## config.mk

```make
export PLATFORM = sky130hd
export DESIGN_NAME = three_wheel_heading_hold_drive
export DESIGN_NICKNAME = d
export VERILOG_FILES = /design/src/rtl/twhhd_pkg.sv /design/src/rtl/three_wheel_heading_hold_drive.sv
export SDC_FILE = /design/constraint.sdc
export NUM_CORES = 2
export LEC_CHECK = 0
export BUFFER_PORTS_ARGS = -buffer_cell sky130_fd_sc_hd__buf_2
export CELL_PAD_IN_SITES_DETAIL_PLACEMENT = 0
export CELL_PAD_IN_SITES_GLOBAL_PLACEMENT = 2
export CORE_MARGIN = 2
export CORE_UTILIZATION = 35
export CTS_BUF_LIST = sky130_fd_sc_hd__clkbuf_4 sky130_fd_sc_hd__clkbuf_8 sky130_fd_sc_hd__clkbuf_16
export DETAILED_ROUTE_END_ITERATION = 6
export GPL_TIMING_DRIVEN = 0
export MAX_ROUTING_LAYER = met4
export PLACE_DENSITY = 0.73
export SLEW_MARGIN = 40
export SYNTH_ARGS = -nofsm -noshare
export SYNTH_HDL_FRONTEND = slang
export SYNTH_SLANG_ARGS = --single-unit
```

## constraint.sdc

```tcl
create_clock -name aclk -period 11.5 [get_ports aclk]
set_clock_uncertainty 0.15 [all_clocks]
set_input_delay 2.3 -clock aclk [delete_from_list [all_inputs] [get_ports aclk]]
set_output_delay 2.3 -clock aclk [all_outputs]
set_load 0.01 [all_outputs]
```

## src/rtl/twhhd_pkg.sv

```systemverilog
// Shared types and constants for the three-wheel heading-hold drive.
// Field widths, configuration register indexes, sector codes and PID sizing.
// No dependencies.
package twhhd_pkg;

    // Field widths
    localparam int DIR_W    = 13;   // travel direction, signed tenths of a degree
    localparam int SPD_W    = 8;    // speeds
    localparam int HDG_W    = 16;   // gyro heading / robot angle
    localparam int ERR_W    = HDG_W + 1;  // heading error
    localparam int DRV_W    = ERR_W + 1;  // error difference
    localparam int INTEG_W  = 32;   // saturating integral
    localparam int GAIN_W   = 12;   // Q4.8 gains
    localparam int LIM_W    = 10;   // correction limit
    localparam int STEER_W  = 18;   // steer angles
    localparam int NORM_W   = 12;   // direction folded into 0..3599
    localparam int CORR_W   = LIM_W + 1;
    localparam int WHEEL_W  = 12;   // speed plus or minus correction

    localparam int GAIN_FRACTION_BITS = 8;

    // Product and sum widths
    localparam int P_W   = GAIN_W + 1 + ERR_W;
    localparam int I_W   = GAIN_W + 1 + INTEG_W;
    localparam int D_W   = GAIN_W + 1 + DRV_W;
    localparam int SUM_W = I_W + 2;

    // Stream packing
    localparam int S_TDATA_W = 40;  // 37 payload bits rounded to bytes
    localparam int M_TDATA_W = 80;  // 78 payload bits rounded to bytes

    // Configuration port
    localparam int CFG_IDX_W  = 3;
    localparam int CFG_DATA_W = 12;

    typedef enum logic [CFG_IDX_W-1:0] {
        CFG_GAIN_P    = 3'd0,
        CFG_GAIN_I    = 3'd1,
        CFG_GAIN_D    = 3'd2,
        CFG_CORR_LIM  = 3'd3,
        CFG_SPEED_MAX = 3'd4,
        CFG_SPEED_MIN = 3'd5
    } cfg_index_t;

    // Register reset values
    localparam logic [GAIN_W-1:0] GAIN_P_RST    = 12'd154;
    localparam logic [GAIN_W-1:0] GAIN_I_RST    = 12'd0;
    localparam logic [GAIN_W-1:0] GAIN_D_RST    = 12'd102;
    localparam logic [LIM_W-1:0]  CORR_LIM_RST  = 10'd250;
    localparam logic [SPD_W-1:0]  SPEED_MAX_RST = 8'd254;
    localparam logic [SPD_W-1:0]  SPEED_MIN_RST = 8'd3;

    // Direction sectors
    typedef enum logic [1:0] {
        SEC_AHEAD = 2'd0,   // above 3150 or at most 450
        SEC_RIGHT = 2'd1,   // at most 1350
        SEC_BACK  = 2'd2,   // at most 2250
        SEC_LEFT  = 2'd3    // the rest
    } sector_t;

    localparam int DIR_FULL      = 3600;
    localparam int SEC_AHEAD_LO  = 3150;
    localparam int SEC_AHEAD_HI  = 450;
    localparam int SEC_RIGHT_HI  = 1350;
    localparam int SEC_BACK_HI   = 2250;
    localparam int STEER_OFFSET  = 1200;

    // Ramp
    localparam logic [SPD_W-1:0] RAMP_FAST_FROM = 8'd50;
    localparam logic [SPD_W-1:0] RAMP_STEP_SLOW = 8'd1;
    localparam logic [SPD_W-1:0] RAMP_STEP_FAST = 8'd3;

endpackage

```

## src/rtl/three_wheel_heading_hold_drive.sv

```systemverilog
// Top level of the three-wheel heading-hold drive: speed ramp, heading PID,
// sector mixing, wheel clamps and steer angles in a four-stage pipeline.
// Depends on twhhd_pkg.

// One request per control tick gives one result: three wheel speeds and three
// steer angles. The block takes a request every clock cycle while the result
// side keeps up; a request moves through stages A, B, C to the output register.
// Ramp, reference heading, integral and last error are all updated in the
// first stage, so consecutive requests see each other's state with no gap.
// The stages after it hold the three gain products, the clamped correction
// and the output register; all stages stall together when a result waits. The
// user writes configuration (cfg_ port) with no request in flight; unchecked.
module three_wheel_heading_hold_drive (
    input  logic                                aclk,
    input  logic                                aresetn,
    // s_tdata: travel_direction[12:0], speed_setpoint[20:13], gyro_heading[36:21]
    input  logic [twhhd_pkg::S_TDATA_W-1:0]     s_tdata,
    // s_tuser: restart_hold
    input  logic                                s_tuser,
    input  logic                                s_tvalid,
    output logic                                s_tready,
    // m_tdata: speed_wheel_front[7:0], speed_wheel_right[15:8],
    //          speed_wheel_left[23:16], steer_front[41:24],
    //          steer_right[59:42], steer_left[77:60]
    output logic [twhhd_pkg::M_TDATA_W-1:0]     m_tdata,
    output logic                                m_tvalid,
    input  logic                                m_tready,
    input  logic                                cfg_we,
    input  logic [twhhd_pkg::CFG_IDX_W-1:0]     cfg_index,
    input  logic [twhhd_pkg::CFG_DATA_W-1:0]    cfg_wdata
);
    import twhhd_pkg::*;

    // x mod 3 == 0 by summing base-4 digits
    function automatic logic mod3_zero(input logic [SPD_W-1:0] x);
        logic [3:0] s1;
        logic [2:0] s2;
        s1 = 4'(x[1:0]) + 4'(x[3:2]) + 4'(x[5:4]) + 4'(x[7:6]);
        s2 = 3'(s1[1:0]) + 3'(s1[3:2]);
        return (s2 == 3'd0) || (s2 == 3'd3) || (s2 == 3'd6);
    endfunction

    // wheel clamp, max wins when the bounds cross
    function automatic logic [SPD_W-1:0] clamp_wheel(
        input logic signed [WHEEL_W-1:0] v,
        input logic [SPD_W-1:0]          mx,
        input logic [SPD_W-1:0]          mn
    );
        logic [SPD_W-1:0] r;
        if (v >= $signed({{(WHEEL_W-SPD_W){1'b0}}, mx})) begin
            r = mx;
        end else if (v <= $signed({{(WHEEL_W-SPD_W){1'b0}}, mn})) begin
            r = mn;
        end else begin
            r = v[SPD_W-1:0];
        end
        return r;
    endfunction

    // Configuration registers
    logic [GAIN_W-1:0] gain_p_reg, gain_i_reg, gain_d_reg;
    logic [LIM_W-1:0]  corr_lim_reg;
    logic [SPD_W-1:0]  speed_max_reg, speed_min_reg;

    // Control-loop state
    logic [SPD_W-1:0]          ramp_speed_reg, ramp_speed_next;
    logic [SPD_W-1:0]          ramp_cnt_reg, ramp_cnt_next;
    logic signed [HDG_W-1:0]   ref_hdg_reg, ref_hdg_next;
    logic                      ref_stale_reg;
    logic signed [INTEG_W-1:0] integ_reg, integ_next;
    logic signed [ERR_W-1:0]   last_err_reg;

    // Pipeline valids
    logic a_valid_reg, b_valid_reg, c_valid_reg, out_valid_reg;
    logic adv, s_accept;

    // Stage A payload
    logic [SPD_W-1:0]          a_speed_reg;
    logic signed [ERR_W-1:0]   a_err_reg;
    logic signed [INTEG_W-1:0] a_integ_reg;
    logic signed [DRV_W-1:0]   a_drv_reg;
    logic signed [DIR_W-1:0]   a_dir_reg;
    sector_t                   a_sec_reg;

    // Stage B payload
    logic signed [P_W-1:0]     b_prod_p_reg;
    logic signed [I_W-1:0]     b_prod_i_reg;
    logic signed [D_W-1:0]     b_prod_d_reg;
    logic [SPD_W-1:0]          b_speed_reg;
    logic signed [ERR_W-1:0]   b_err_reg;
    logic signed [DIR_W-1:0]   b_dir_reg;
    sector_t                   b_sec_reg;

    // Stage C payload
    logic signed [CORR_W-1:0]  c_corr_reg, c_corr_next;
    logic [SPD_W-1:0]          c_speed_reg;
    logic signed [ERR_W-1:0]   c_err_reg;
    logic signed [DIR_W-1:0]   c_dir_reg;
    sector_t                   c_sec_reg;

    // Output register
    logic [M_TDATA_W-1:0]      out_data_reg, out_data_next;

    // Input unpacking
    logic signed [DIR_W-1:0]   in_dir;
    logic [SPD_W-1:0]          in_target;
    logic signed [HDG_W-1:0]   in_gyro;
    logic signed [HDG_W-1:0]   in_angle;

    assign in_dir    = $signed(s_tdata[DIR_W-1:0]);
    assign in_target = s_tdata[DIR_W+SPD_W-1:DIR_W];
    assign in_gyro   = $signed(s_tdata[DIR_W+SPD_W+HDG_W-1:DIR_W+SPD_W]);
    assign in_angle  = -in_gyro;

    // Whole pipeline moves when the output slot is free or being taken
    assign adv      = !out_valid_reg || m_tready;
    assign s_tready = adv;
    assign s_accept = s_tvalid && adv;
    assign m_tvalid = out_valid_reg;
    assign m_tdata  = out_data_reg;

    // Configuration writes
    always_ff @(posedge aclk) begin
        if (!aresetn) begin
            gain_p_reg    <= GAIN_P_RST;
            gain_i_reg    <= GAIN_I_RST;
            gain_d_reg    <= GAIN_D_RST;
            corr_lim_reg  <= CORR_LIM_RST;
            speed_max_reg <= SPEED_MAX_RST;
            speed_min_reg <= SPEED_MIN_RST;
        end else if (cfg_we) begin
            unique case (cfg_index)
                CFG_GAIN_P:    gain_p_reg    <= cfg_wdata[GAIN_W-1:0];
                CFG_GAIN_I:    gain_i_reg    <= cfg_wdata[GAIN_W-1:0];
                CFG_GAIN_D:    gain_d_reg    <= cfg_wdata[GAIN_W-1:0];
                CFG_CORR_LIM:  corr_lim_reg  <= cfg_wdata[LIM_W-1:0];
                CFG_SPEED_MAX: speed_max_reg <= cfg_wdata[SPD_W-1:0];
                CFG_SPEED_MIN: speed_min_reg <= cfg_wdata[SPD_W-1:0];
                default: ;
            endcase
        end
    end

    // ---------------- Stage A: state update ----------------
    logic                      ramp_up, ramp_dn;
    logic [SPD_W:0]            ramp_inc;
    logic [SPD_W-1:0]          ramp_up_val, ramp_dn_val;
    logic signed [ERR_W-1:0]   err_now;
    logic signed [INTEG_W:0]   integ_sum;
    logic signed [DRV_W-1:0]   drv_now;
    logic signed [DIR_W:0]     dir_wide;
    logic [NORM_W-1:0]         dir_norm;
    sector_t                   sec_now;

    // Speed ramp
    always_comb begin
        ramp_up  = ramp_speed_reg < in_target;
        ramp_dn  = ramp_speed_reg > in_target;
        ramp_inc = {1'b0, ramp_speed_reg} +
                   {1'b0, (ramp_speed_reg < RAMP_FAST_FROM) ? RAMP_STEP_SLOW : RAMP_STEP_FAST};
        ramp_up_val = (ramp_inc >= {1'b0, in_target}) ? in_target : ramp_inc[SPD_W-1:0];
        ramp_dn_val = ({1'b0, ramp_speed_reg} <= ({1'b0, in_target} + {1'b0, RAMP_STEP_FAST}))
                      ? in_target : ramp_speed_reg - RAMP_STEP_FAST;
        ramp_speed_next = ramp_speed_reg;
        ramp_cnt_next   = ramp_cnt_reg;
        if (ramp_up) begin
            ramp_cnt_next = ramp_cnt_reg + 8'd1;
            if (mod3_zero(ramp_cnt_reg)) begin
                ramp_speed_next = ramp_up_val;
            end
        end else if (ramp_dn) begin
            ramp_cnt_next = ramp_cnt_reg + 8'd1;
            if (!ramp_cnt_reg[0]) begin
                ramp_speed_next = ramp_dn_val;
            end
        end
    end

    // Reference latch, error, saturating integral, difference
    always_comb begin
        ref_hdg_next = (s_tuser || ref_stale_reg) ? in_angle : ref_hdg_reg;
        err_now   = ERR_W'(ref_hdg_next) - ERR_W'(in_angle);
        integ_sum = (INTEG_W+1)'(integ_reg) + (INTEG_W+1)'(err_now);
        if (integ_sum[INTEG_W] != integ_sum[INTEG_W-1]) begin
            integ_next = integ_sum[INTEG_W] ? {1'b1, {(INTEG_W-1){1'b0}}}
                                            : {1'b0, {(INTEG_W-1){1'b1}}};
        end else begin
            integ_next = integ_sum[INTEG_W-1:0];
        end
        drv_now = DRV_W'(err_now) - DRV_W'(last_err_reg);
    end

    // Direction folded into one turn, then sector
    always_comb begin
        dir_wide = (DIR_W+1)'(in_dir);
        if (dir_wide < -(DIR_W+1)'(DIR_FULL)) begin
            dir_wide = dir_wide + (DIR_W+1)'(2 * DIR_FULL);
        end else if (dir_wide < 0) begin
            dir_wide = dir_wide + (DIR_W+1)'(DIR_FULL);
        end else if (dir_wide >= (DIR_W+1)'(DIR_FULL)) begin
            dir_wide = dir_wide - (DIR_W+1)'(DIR_FULL);
        end
        dir_norm = dir_wide[NORM_W-1:0];
        priority if (dir_norm > NORM_W'(SEC_AHEAD_LO) || dir_norm <= NORM_W'(SEC_AHEAD_HI)) begin
            sec_now = SEC_AHEAD;
        end else if (dir_norm <= NORM_W'(SEC_RIGHT_HI)) begin
            sec_now = SEC_RIGHT;
        end else if (dir_norm <= NORM_W'(SEC_BACK_HI)) begin
            sec_now = SEC_BACK;
        end else begin
            sec_now = SEC_LEFT;
        end
    end

    always_ff @(posedge aclk) begin
        if (!aresetn) begin
            ramp_speed_reg <= '0;
            ramp_cnt_reg   <= '0;
            ref_hdg_reg    <= '0;
            ref_stale_reg  <= 1'b1;
            integ_reg      <= '0;
            last_err_reg   <= '0;
        end else if (s_accept) begin
            ramp_speed_reg <= ramp_speed_next;
            ramp_cnt_reg   <= ramp_cnt_next;
            ref_hdg_reg    <= ref_hdg_next;
            ref_stale_reg  <= 1'b0;
            integ_reg      <= integ_next;
            last_err_reg   <= err_now;
        end
    end

    // Stage valids
    always_ff @(posedge aclk) begin
        if (!aresetn) begin
            a_valid_reg   <= 1'b0;
            b_valid_reg   <= 1'b0;
            c_valid_reg   <= 1'b0;
            out_valid_reg <= 1'b0;
        end else if (adv) begin
            a_valid_reg   <= s_tvalid;
            b_valid_reg   <= a_valid_reg;
            c_valid_reg   <= b_valid_reg;
            out_valid_reg <= c_valid_reg;
        end
    end

    // ---------------- Pipeline payload ----------------
    logic signed [SUM_W-1:0]   pid_sum, pid_trunc, lim_pos;

    // Stage C: sum, truncate toward zero, clamp, negate
    always_comb begin
        pid_sum = SUM_W'(b_prod_p_reg) + SUM_W'(b_prod_i_reg) + SUM_W'(b_prod_d_reg);
        if (pid_sum < 0) begin
            pid_trunc = (pid_sum + SUM_W'((1 << GAIN_FRACTION_BITS) - 1))
                        >>> GAIN_FRACTION_BITS;
        end else begin
            pid_trunc = pid_sum >>> GAIN_FRACTION_BITS;
        end
        lim_pos = $signed({{(SUM_W-LIM_W){1'b0}}, corr_lim_reg});
        if (pid_trunc > lim_pos) begin
            c_corr_next = -$signed({1'b0, corr_lim_reg});
        end else if (pid_trunc < -lim_pos) begin
            c_corr_next = $signed({1'b0, corr_lim_reg});
        end else begin
            c_corr_next = -pid_trunc[CORR_W-1:0];
        end
    end

    // Output stage: sector mixing, wheel clamps, steer angles
    logic signed [WHEEL_W-1:0]  w_plus, w_minus, w_flat, w_front, w_right, w_left;
    logic signed [STEER_W-1:0]  steer_base;

    always_comb begin
        w_flat  = $signed({{(WHEEL_W-SPD_W){1'b0}}, c_speed_reg});
        w_plus  = w_flat + WHEEL_W'(c_corr_reg);
        w_minus = w_flat - WHEEL_W'(c_corr_reg);
        unique case (c_sec_reg)
            SEC_AHEAD: begin
                w_front = w_flat;  w_right = w_minus; w_left = w_plus;
            end
            SEC_RIGHT: begin
                w_front = w_plus;  w_right = w_minus; w_left = w_minus;
            end
            SEC_BACK: begin
                w_front = w_flat;  w_right = w_plus;  w_left = w_minus;
            end
            default: begin
                w_front = w_minus; w_right = w_plus;  w_left = w_plus;
            end
        endcase
        steer_base = STEER_W'(c_dir_reg) - STEER_W'(c_err_reg);
        out_data_next = '0;
        out_data_next[SPD_W-1:0]       = clamp_wheel(w_front, speed_max_reg, speed_min_reg);
        out_data_next[2*SPD_W-1:SPD_W] = clamp_wheel(w_right, speed_max_reg, speed_min_reg);
        out_data_next[3*SPD_W-1:2*SPD_W] = clamp_wheel(w_left, speed_max_reg, speed_min_reg);
        out_data_next[3*SPD_W+STEER_W-1:3*SPD_W] = steer_base;
        out_data_next[3*SPD_W+2*STEER_W-1:3*SPD_W+STEER_W] =
            steer_base - STEER_W'(STEER_OFFSET);
        out_data_next[3*SPD_W+3*STEER_W-1:3*SPD_W+2*STEER_W] =
            steer_base + STEER_W'(STEER_OFFSET);
    end

    always_ff @(posedge aclk) begin
        if (adv) begin
            // stage A
            a_speed_reg  <= ramp_speed_next;
            a_err_reg    <= err_now;
            a_integ_reg  <= integ_next;
            a_drv_reg    <= drv_now;
            a_dir_reg    <= in_dir;
            a_sec_reg    <= sec_now;
            // stage B: gain products
            b_prod_p_reg <= $signed({1'b0, gain_p_reg}) * a_err_reg;
            b_prod_i_reg <= $signed({1'b0, gain_i_reg}) * a_integ_reg;
            b_prod_d_reg <= $signed({1'b0, gain_d_reg}) * a_drv_reg;
            b_speed_reg  <= a_speed_reg;
            b_err_reg    <= a_err_reg;
            b_dir_reg    <= a_dir_reg;
            b_sec_reg    <= a_sec_reg;
            // stage C: correction
            c_corr_reg   <= c_corr_next;
            c_speed_reg  <= b_speed_reg;
            c_err_reg    <= b_err_reg;
            c_dir_reg    <= b_dir_reg;
            c_sec_reg    <= b_sec_reg;
            // result
            out_data_reg <= out_data_next;
        end
    end

    // ---------------- Assertions ----------------
    // The reference is always latched by the first request after reset
    a_stale_cleared: assert property (@(posedge aclk) disable iff (!aresetn)
        s_accept |=> !ref_stale_reg)
        else $error("reference still stale after a request");

    // Loop state only moves on an accepted request
    a_integ_hold: assert property (@(posedge aclk) disable iff (!aresetn)
        !s_accept |=> $stable(integ_reg) && $stable(ramp_speed_reg) && $stable(ramp_cnt_reg))
        else $error("loop state changed without a request");

    // Correction stays within the configured limit
    a_corr_bound: assert property (@(posedge aclk) disable iff (!aresetn)
        c_valid_reg |-> (c_corr_reg <= $signed({1'b0, corr_lim_reg}))
                     && (c_corr_reg >= -$signed({1'b0, corr_lim_reg})))
        else $error("correction outside limit");

    // Front wheel speed is one of the bounds or strictly between them
    a_wheel_bound: assert property (@(posedge aclk) disable iff (!aresetn)
        out_valid_reg |-> (out_data_reg[SPD_W-1:0] == speed_max_reg)
                       || (out_data_reg[SPD_W-1:0] == speed_min_reg)
                       || ((out_data_reg[SPD_W-1:0] > speed_min_reg)
                           && (out_data_reg[SPD_W-1:0] < speed_max_reg)))
        else $error("front wheel speed outside clamp");

endmodule
```

==> run_results.csv <==
group,metric,value,unit
critical_path,start_kind,"input pin",
global_routing,grt_first_pass_wirelength,280000,um
global_routing,first_global_vias,45900,
yosys,async_reset_ff_frac,0,
critical_path,worst_path_dominant_cell_family,"compound AO/OA/AOI/OAI gates",
clock_network,clkTransAtPathRegs,0.08,ns
yosys,post_synth_instance_area,59800,um2
drt,drt_iter0_drc,2394,
layout,fill_cells,17000,
layout,layout-drive-gt1-share,0.0590,
yosys,ys_dominant_reg_cell,"sky130_fd_sc_hd__edfxtp_1",
sta,finalSetupViolCount,0,
floorplanning,floorplan.die.width,417,um
clock_network,cts_inserted_buffers,67,
floorplanning,die_height,417,um
critical_path,regToRegSetupSlack,2.10,ns
clock_network,cts_tree,"built",
sta,rsz0062_at_grt,"no",
yosys,syn_area_per_cell,9.45,um2
yosys,post_synthesis_sequential_element_count,504,
critical_path,worstSetupPathType,"input pin to flip-flop",
floorplanning,dieArea,174000,um2
sta,timing.fmax,0.0927,GHz
yosys,synth_compound_area_frac,0.0987,
layout,stdcell_count,8829,
drt,detail_route_antenna_nets,0,
global_routing,grt_ovf,0,
critical_path,crit_start,"s_tuser",
yosys,synthesized_area_fraction_occupied_by_xor_and_xnor_cells,0.0450,
worst_hold_path,hold_crit_class,"flip-flop to flip-flop",
global_routing,grt_max_degree,30,
critical_path,worstReg2RegStart,"ref_stale_reg",
drt,wl_per_cell,20.3,um
yosys,synth.distinct_cells,87,
yosys,post_synth_inst_count,6322,
global_routing,initial_antenna_violation_count,15,
sta,worst_slew_margin_rel,0.422,
drt,num_vias,43900,
critical_path,endpoint_kind,"flip-flop",
clock_network,cts-root-to-sink-buffers,3,
floorplanning,floorplan.rows,151,
drt,post_drt_via_cell_ratio,4.97,
layout,multi_input_comb_area,41400,um2
critical_path,worstPathMaxFanout,10,
layout,layout.area.seq,13700,um2
critical_path,buffers_plus_inverters_on_the_worst_setup_path,5,
global_routing,grt.total_usage,0.216,
layout,nets,7926,
layout,area_growth_syn_to_layout,10.8,%
sta,fin_tns_setup,0,ns
place,placedCellCount,8700,
critical_path,timing.critical_path.required,11.88,ns
yosys,ys.warnings.count,0,
drt,first_pass_iters,7,
place,io_buffer_count,137,
outcome,status,"completed",
clock_network,clk_root_buffer_cell,"sky130_fd_sc_hd__clkbuf_16",
critical_path,critical_path.slowest_cell,"sky130_fd_sc_hd__xnor2_1",
place,replace_congestion,0.880,
clock_network,clk_sinks,504,
clock_network,post_cts.repair.setup_buffers,0,
sta,fin_crit_sh,0.938,
sta,report.final.hold_viol_count,0,
sta,finalCriticalPeriod,10.79,ns
yosys,seq_area_frac_synth,0.228,
drt,post-route-drc-count,0,
sta,number_of_slew_limit_violations_in_the_final_report,0,
floorplanning,top_level_ports,143,
yosys,post_synthesis_share_of_cell_area_spent_on_full_adders_half_adders_and_majority_gates,0.375,
sta,tightest_slew,0.867,ns
yosys,main_combinational_cell_family_by_area_after_synthesis,"adder cells",
clock_network,hold_buffers,0,
clock_network,ctsHtreeMaxLevel,3,
clock_network,worstSkewPairLatency,0.68,ns
layout,number_of_flip_flops_in_the_largest_register,69,
flow_run,max-cap-violations,0,
yosys,post_synth_and_or_nand_nor_area_fraction,0.159,
yosys,synth_enable_flop_cells,356,
drt,wirelength,179000,um
floorplanning,initial_util,0.353,
yosys,proportion_of_synthesized_area_in_mux_cells,0.0138,
critical_path,max_stage_delay,0.68,ns
critical_path,worst-endpoint-arrival,11.17,ns
floorplanning,coreArea,169000,um2
worst_hold_path,hp-start,"b_err_reg[11]",
place,hpwl,148000,um
-- kinds of logic (layout without fill, tap and decap cells) --
| kind of cell | Yosys count | in the layout |
|---|---|---|
| AND/OR/NAND/NOR | 1930 | 1930 |
| adder cells (fa/ha/maj) | 1323 | 1323 |
| buffers and inverters | 1259 | 1541 |
| AO/OA/AOI/OAI | 917 | 917 |
| flip-flops | 504 | 504 |
| XOR/XNOR | 307 | 307 |
| multiplexers | 81 | 81 |
| other | 1 | 8 |
-- worst register-to-register path: cells and delay by family, from the launching register on --
kind | cells | cell delay (ns)
muxes | 1 | 0.39
DFF | 1 | 0.33
and+or+nand+nor | 8 | 1.55
AOI/OAI and AO/OA | 21 | 4.50
xor gates and xnor gates | 1 | 0.68
adders and majority gates | 2 | 0.71
buffers and inverters | 4 | 0.99
-- repair_timing --
item / in CTS / in global routing
gates resized for setup: 0 / 10
hold endpoints to repair: 0 / 0
setup endpoints to repair: 0 / 37
-- stage by stage --
stage | area, um2 | hold slack, ns | utilization | setup WS, ns
after floorplan | 59800 | 0.250 | - | 2.16
after global placement | 63200 | 0.251 | 0.373 | -1.69
after detailed placement | 63800 | 0.255 | 0.376 | -0.668
after CTS | 66200 | 0.253 | 0.390 | 0.0508
after global routing | 66200 | 0.271 | 0.391 | 0.0184
final | 66200 | 0.251 | 0.391 | 0.709
-- layout by cell type, fill, tap and decap left out, types with 22 or more instances in the layout --
master / instances
sky130_fd_sc_hd__and3_1: 41
sky130_fd_sc_hd__buf_2: 147
sky130_fd_sc_hd__nand3_1: 85
sky130_fd_sc_hd__or3_1: 22
sky130_fd_sc_hd__inv_1: 1010
sky130_fd_sc_hd__edfxtp_1: 356
sky130_fd_sc_hd__clkbuf_16: 69
sky130_fd_sc_hd__nor3_1: 64
sky130_fd_sc_hd__a21o_1: 74
sky130_fd_sc_hd__o21a_1: 47
sky130_fd_sc_hd__nor2_1: 242
sky130_fd_sc_hd__ha_1: 532
sky130_fd_sc_hd__fa_1: 782
sky130_fd_sc_hd__o21bai_1: 35
sky130_fd_sc_hd__dfxtp_1: 148
sky130_fd_sc_hd__clkbuf_1: 207
sky130_fd_sc_hd__a21oi_1: 243
sky130_fd_sc_hd__xnor2_1: 221
sky130_fd_sc_hd__nor2b_1: 64
sky130_fd_sc_hd__and2_1: 466
sky130_fd_sc_hd__nand2_1: 760
sky130_fd_sc_hd__nand2b_1: 51
sky130_fd_sc_hd__mux2i_1: 68
sky130_fd_sc_hd__o211ai_1: 32
sky130_fd_sc_hd__xor2_1: 80
sky130_fd_sc_hd__o21ai_0: 212
sky130_fd_sc_hd__a21boi_0: 92
sky130_fd_sc_hd__nand4_1: 43
-- cells in the mapped netlist (all sizes together), types with 25 or more instances --
cell type | number | area (um2)
edfxtp | 356 | 10700
and3 | 41 | 257
nand3 | 86 | 443
clkbuf | 222 | 833
xor2 | 82 | 718
nand2 | 761 | 2860
fa | 782 | 15700
o21ai | 217 | 1090
nor2b | 65 | 407
buf | 25 | 154
nor3 | 68 | 352
and2 | 466 | 2920
nand2b | 51 | 319
mux2i | 68 | 681
xnor2 | 225 | 1970
o211ai | 33 | 253
dfxtp | 148 | 2960
a21boi | 92 | 691
a21oi | 245 | 1230
a21o | 74 | 556
nand4 | 43 | 269
ha | 532 | 6660
o21a | 48 | 362
inv | 1011 | 3790
nor2 | 246 | 923
o21bai | 35 | 263
-- layer usage --
layer | GRT usage | vias up | routed length [um]
li1 | - | 20900 | -
met1 | 0.287 | 21900 | 81900
met2 | 0.356 | 837 | 85600
met3 | 0.0193 | 175 | 7190
met4 | 0.0518 | 0 | 4180
met5 | - | - | 0
-- worst paths after layout --
check,to,cells past startpoint
worst max register to register,integ_reg[26],37
worst min-delay path,c_err_reg[11],0
worst max-delay path,integ_reg[26],38
worst min register to register,c_err_reg[11],0
-- final cells by class --
class                      instances  share of cell area
multi-input combinational       4560               0.626
sequential                       504               0.206
inverter                        1012              0.0574
tap                             2218              0.0419
clock buffer                      83              0.0280
timing repair buffer             159              0.0171
buffer                           247              0.0152
clock inverter                    40             0.00796
antenna                            6            0.000227
Power is not shown: default switching activity piles up to over one toggle a cycle in this logic, so the estimate is an artifact.
